**config.mk**
```make
export PLATFORM = sky130hd
export DESIGN_NAME = rtch_back
export DESIGN_NICKNAME = d
export VERILOG_FILES = /design/src/rtl/core/rtch_pkg.sv /design/src/rtl/core/rtch_back.sv
export SDC_FILE = /design/constraint.sdc
export NUM_CORES = 2
export LEC_CHECK = 0
export BUFFER_PORTS_ARGS = -buffer_cell sky130_fd_sc_hd__buf_4
export CAP_MARGIN = 0
export CELL_PAD_IN_SITES_DETAIL_PLACEMENT = 1
export CELL_PAD_IN_SITES_GLOBAL_PLACEMENT = 1
export CORE_MARGIN = 4
export CORE_UTILIZATION = 50
export DETAILED_ROUTE_END_ITERATION = 10
export GPL_ROUTABILITY_DRIVEN = 0
export PLACE_DENSITY = 0.88
export SKIP_CTS_REPAIR_TIMING = 1
export SLEW_MARGIN = 20
export SYNTH_ARGS = -nofsm -noshare
export SYNTH_HDL_FRONTEND = slang
export SYNTH_SLANG_ARGS = --single-unit
```
**constraint.sdc**
```tcl
create_clock -name clk -period 57.6 [get_ports clk]
set_input_delay 14.4 -clock clk [delete_from_list [all_inputs] [get_ports clk]]
set_output_delay 14.4 -clock clk [all_outputs]
set_load 0.005 [all_outputs]
```
**src/rtl/core/rtch_pkg.sv**
```systemverilog
package rtch_pkg;

  // Fixed formats of the datapath.
  localparam int INDEX_WIDTH = 20;
  localparam int FRAC_BITS   = 16;

  typedef struct packed {
    logic signed [31:0] vertex0_x;
    logic signed [31:0] vertex0_y;
    logic signed [31:0] vertex0_z;
    logic signed [31:0] vertex1_x;
    logic signed [31:0] vertex1_y;
    logic signed [31:0] vertex1_z;
    logic signed [31:0] vertex2_x;
    logic signed [31:0] vertex2_y;
    logic signed [31:0] vertex2_z;
    logic [19:0]        tri_index;
    logic               last_tri;
  } tri_t;

  typedef struct packed {
    logic        hit;
    logic [30:0] hit_distance;
    logic [16:0] bary_u;
    logic [16:0] bary_v;
    logic [19:0] hit_index;
  } result_t;

  // Configuration register indexes.
  localparam logic [2:0] REG_ORIGIN_X = 3'd0;
  localparam logic [2:0] REG_ORIGIN_Y = 3'd1;
  localparam logic [2:0] REG_ORIGIN_Z = 3'd2;
  localparam logic [2:0] REG_DIR_X    = 3'd3;
  localparam logic [2:0] REG_DIR_Y    = 3'd4;
  localparam logic [2:0] REG_DIR_Z    = 3'd5;
  localparam logic [2:0] REG_EPSILON  = 3'd6;

  localparam logic [30:0] DIST_MAX = 31'h7FFF_FFFF;
  localparam logic [16:0] BARY_MAX = 17'h1_FFFF;

  // Ray setup held at the top level and used by the front part.
  typedef struct packed {
    logic signed [31:0] ox, oy, oz, dx, dy, dz;
    logic [15:0]        eps;
  } ray_t;

endpackage

```
**src/rtl/core/rtch_back.sv**
```systemverilog
// Back part: divides the surviving candidate's terms by the determinant
// one quotient bit a cycle, keeps the nearest hit and emits the result on
// the last triangle through an output register.
module rtch_back import rtch_pkg::*; (
  input  logic         clk,
  input  logic         rst,
  input  logic         q_valid,
  input  logic         q_cand,
  input  logic         q_last,
  input  logic [19:0]  q_index,
  input  logic [127:0] q_a,
  input  logic [127:0] q_nu,
  input  logic [127:0] q_nv,
  input  logic [127:0] q_nt,
  output logic         q_full,
  output logic         res_valid,
  output result_t      res,
  input  logic         res_stall
);

  localparam logic [2:0] B_IDLE = 3'd0, B_DT = 3'd1, B_DU = 3'd2, B_DV = 3'd3;
  localparam logic [2:0] B_FIN  = 3'd4;

  logic [2:0] state;
  logic [127:0] den, num, rem, quo, nu_s, nv_s;
  logic [6:0] cnt;
  logic cand, last;
  logic [19:0] idx;
  logic [30:0] best_distance, cand_dist;
  logic [16:0] best_u, best_v, u_val;
  logic [19:0] best_index;
  logic found, take;
  logic [127:0] rem_sh;
  logic div_bit;
  logic [127:0] div_rem;

  assign q_full = (state != B_IDLE);
  assign rem_sh = {rem[126:0], num[127]};
  assign div_bit = (rem_sh >= den);
  assign div_rem = div_bit ? rem_sh - den : rem_sh;

  always_ff @(posedge clk) begin
    if (rst) begin
      state <= B_IDLE;
      res_valid <= 1'b0;
      found <= 1'b0;
      best_distance <= DIST_MAX;
      best_u <= '0; best_v <= '0; best_index <= '0;
    end else begin
      // Output register: loaded by the last triangle once it is free.
      if (state == B_FIN && last && (!res_valid || !res_stall)) res_valid <= 1'b1;
      else if (res_valid && !res_stall) res_valid <= 1'b0;
      case (state)
        B_IDLE: if (q_valid) begin
          cand <= q_cand; last <= q_last;
          idx  <= 20'(q_index & 20'((64'd1 << INDEX_WIDTH) - 64'd1));
          den  <= q_a;
          num  <= q_nt << FRAC_BITS;
          nu_s <= q_nu << FRAC_BITS;
          nv_s <= q_nv << FRAC_BITS;
          rem <= '0; quo <= '0; cnt <= '0;
          state <= q_cand ? B_DT : B_FIN;
        end
        B_DT, B_DU, B_DV: begin
          // Restoring division, one quotient bit a cycle.
          if (cnt == 7'd127) begin
            quo <= {quo[126:0], div_bit};
            rem <= '0; cnt <= '0;
            if (state == B_DT) begin
              num <= nu_s;
              state <= B_DU;
            end else if (state == B_DU) begin
              num <= nv_s;
              state <= B_DV;
            end else begin
              state <= B_FIN;
            end
          end else begin
            num <= num << 1;
            rem <= div_rem;
            cnt <= cnt + 7'd1;
            // The first bit of a pass starts a fresh quotient.
            if (cnt == 7'd0) quo <= {127'd0, div_bit};
            else quo <= {quo[126:0], div_bit};
          end
          // The previous pass's quotient is complete in its first cycle.
          if (cnt == 7'd0 && state == B_DU) begin
            cand_dist <= (quo[127:31] != '0) ? DIST_MAX : quo[30:0];
          end
          if (cnt == 7'd0 && state == B_DV) begin
            u_val <= (quo[127:17] != '0) ? BARY_MAX : quo[16:0];
          end
        end
        B_FIN: if (!res_valid || !res_stall) begin
          if (cand && take) begin
            best_distance <= cand_dist;
            best_u <= u_val;
            best_v <= (quo[127:17] != '0) ? BARY_MAX : quo[16:0];
            best_index <= idx;
            found <= 1'b1;
          end
          if (last) begin
            if (cand && take) begin
              res.hit <= 1'b1; res.hit_distance <= cand_dist; res.bary_u <= u_val;
              res.bary_v <= (quo[127:17] != '0) ? BARY_MAX : quo[16:0];
              res.hit_index <= idx;
            end else if (found) begin
              res.hit <= 1'b1; res.hit_distance <= best_distance;
              res.bary_u <= best_u; res.bary_v <= best_v;
              res.hit_index <= best_index;
            end else begin
              res <= '0;
            end
            found <= 1'b0;
            best_distance <= DIST_MAX;
            best_u <= '0; best_v <= '0; best_index <= '0;
          end
          state <= B_IDLE;
        end
        default: state <= B_IDLE;
      endcase
    end
  end

  // Strict less-than keeps the earlier triangle on equal distances.
  assign take = !found || (cand_dist < best_distance);

endmodule

```
==> summary.md <==
| Metric | Value |
|---|---|
| Via count | `37,044` |
| CP max stage cell | `o21a_4` |
| Vias in the first global route | `approximately 40,000` |
| Starting Density | `0.507` |
| Met2 GRT Util | `0.516` |
| Syn avg cell area | `about 11 um2` |
| Final period utilization | `0.297` |
| Most used cell, CP | `buf_4` |
| Global-route wire length before repair | `~230,000 um` |
| Final Slew Violations | `0` |
| CP max FO | `67` |
| Total routed wirelength | `155,000 um` |
| TNS Setup | `0 ns` |
| Complex-gate fraction of the synthesized area | `0.126` |
| Yosys top cell area share | `0.557` |
| Cell area power density | `30.6 nW/um2` |
| Final nets | `about 5,500` |
| Gr usage total | `0.301` |
| Synth Area in XOR/XNOR | `0.0225` |
| Maxcap violations | `0` |
| Count leader, synth | `edfxtp_1` |
| Setup violations, final | `0` |
| CP max stage delay | `0.83 ns` |
| Total chip power | `about 1.7 mW` |
| GR Layer Usage met1 | `0.357` |
| CORE AREA | `93,700 um2` |
| Global route hottest layer | `met2` |
| Worst Skew | `between 0.03 and 0.04 ns` |
| Die Ht | `316 um` |
| Clock root cell | `clkbuf_16` |
| WP data required | `57.92 ns` |
| Crit path DAT | `17.46 ns` |
| Row count | `112` |
| Number of synthesized flops with an enable pin | `882` |
| Share of flip-flops with an asynchronous set or reset | `0` |
| Worst Path Buf+Inv | `3` |
| Drt pass-1 iters | `5` |
| Leading post-synthesis cells by cell area | `edfxtp_1, ha_1, a21oi_1` |
| Clk_lat worst skew | `roughly 0.71 ns` |
| Initial antenna violation count | `38` |
| Minimum clock period after layout | `17.14 ns` |
| CTS buffer count | `103` |
| Post-synth top flop | `edfxtp_1` |
| Wirelength per Cell | `25.2 um` |
| Yosys cell types | `77` |
| FF+latch count, synth | `972` |
| Port bufs | `577` |
| Clock-pin slew on the worst setup and hold paths | `around 0.060 ns` |
| Final Hold Vio Count | `0` |
| Post-synth top cells | `edfxtp_1, nand2_1, a21oi_1` |
| Syn Std Cell Area | `47,500 um2` |
| Simple-gate share of the synthesized area | `0.139` |
| Yosys top cell by area | `edfxtp_1` |
| Adder-Cell Fraction of Synth Area | `0.0425` |
| Status | `finished clean` |
| First DRT Iteration DRCs | `3,572` |
| Share of post-route cells with drive strength above 1 | `0.174` |
| Clock tree from TritonCTS | `built` |
| Crit path launch type | `input pin` |
| Largest family of logic cells by synthesized area | `simple AND/OR/NAND/NOR gates` |
| Mapped Nets | `5,029` |
| CP endpoint kind | `register` |
| Yosys warns | `0` |
| Largest net degree at the start of global routing | `~220` |
| Ports | `626` |
| DRT antenna net count | `0` |
| Chip width | `about 320 um` |
| Vias per cell | `6.00` |
| Hold/Removal Path Class | `register to register` |
| RSZ-0062 raised after global routing | `no` |
| Gr ovfl total | `0` |
| Clock Sinks | `~970` |
| Slew headroom | `0.198` |
| Met3 GRT Util | `0.0667` |
| Die ar. | `100,000 um2` |
| Area growth syn-to-layout | `18.3%` |
| Longest Clk Path Bufs | `3` |
| Post-Synthesis Cells | `4,330` |
| Worst-margin pin slew | `1.20 ns` |
| Cell leakage power | `between 20 and 25 nW` |
| H-tree levels | `3` |
| Fmax | `between 50 and 60 MHz` |
| DRC Markers | `0` |
| Critical path class | `input pin to register` |
| Peak supply drop | `between 20 and 30 uV` |
| Dpl hpwl | `106,000 um` |
| Delay-heaviest family, CP | `buffers and inverters` |
| Mux contribution to synthesized area | `0.0360` |
| Seq/Total Area, Yosys | `0.595` |
| Critical Path, Cell by Cell | `buf_4, nor2_1, o21a_4, o31a_2, buf_4, buf_4` |
## where the power goes
group / total [mW] / switching [mW] / internal (mW)
sequential: 0.828 / 0.0169 / 0.811
clock: 0.659 / 0.300 / 0.359
combinational: 0.232 / 0.146 / 0.0859
total: 1.72 / 0.463 / 1.26
## worst reg2reg max path: cells and delay by family, from the launching register on
kind                       cells  cell delay [ns]
DFF                            1             0.52
and+or+nand+nor                4             1.56
buffers and inverters          2             0.76
AOI/OAI and AO/OA              7             3.10
adders and majority gates      2             0.61
## kinds of logic after synthesis
kind of cell    Yosys count
simple gates           1430
compound gates          992
flops                   972
buf+inv                 482
mux                     171
fa+ha+maj               161
xor+xnor                122
## sequential cells by signal (all words and copies together), names as in the netlist, 31 cells and up
register	count
den	128
quo	128
num	112
cand_dist	31
nv_s	112
best_distance	31
res	86
nu_s	112
rem	127
## layout make-up
cell class | instances | area, um2
fill | 9753 | 37500
sequential | 972 | 28300
multi-input combinational | 2876 | 17500
timing repair buffer | 609 | 4610
clock buffer | 134 | 2790
tap | 1254 | 1570
inverter | 228 | 856
clock inverter | 62 | 526
antenna | 36 | 90.1
## cells in the final DEF (no fill, tap or decap), types with 24 or more instances in the layout
cell	count
a211oi_1	34
a21o_1	70
a21oi_1	399
and2_1	135
buf_4	605
clkbuf_16	104
clkinv_2	24
dfxtp_1	89
diode_2	36
edfxtp_1	882
ha_1	160
inv_1	227
mux2i_1	171
nand2_1	512
nand3_1	94
nand4_1	84
nor2_1	374
nor2b_1	45
nor3_1	40
nor4_1	43
o21ai_0	260
o21bai_1	49
o31ai_1	37
o32a_1	31
or2_2	43
xnor2_1	85
xor2_1	37
## final timing paths
check / endpoint / startpoint / cells after the start / slack (ns)
worst max-delay path: num[44] / rst / 6 / 40.46
worst min-delay path: best_index[4] / best_index[4] / 2 / 0.50
worst max register to register: rem[105] / num[127] / 15 / 50.84
worst min register to register: best_index[4] / best_index[4] / 2 / 0.50
## through the flow
| step | setup slack (ns) | util | cells | instance area, um2 | hold slack [ns] |
|---|---|---|---|---|---|
| after floorplan | 14.14 | - | 4330 | 47500 | 0.461 |
| after global placement | 39.86 | 0.563 | 5939 | 52800 | 0.473 |
| after detailed placement | 39.77 | 0.563 | 5939 | 52800 | 0.491 |
| after CTS | 40.44 | 0.599 | 6135 | 56100 | 0.503 |
| after global routing | 40.28 | 0.599 | 6167 | 56200 | 0.517 |
| final | 40.46 | 0.600 | 6171 | 56200 | 0.501 |
## metal layers
layer / vias to the layer above / part of all wire
met2: 1575 / 0.50
met1: 18441 / 0.37
met5: - / 0.00040
met3: 432 / 0.074
met4: 8 / 0.054
li1: 16588 / -
(Power assumes the default switching activity.)
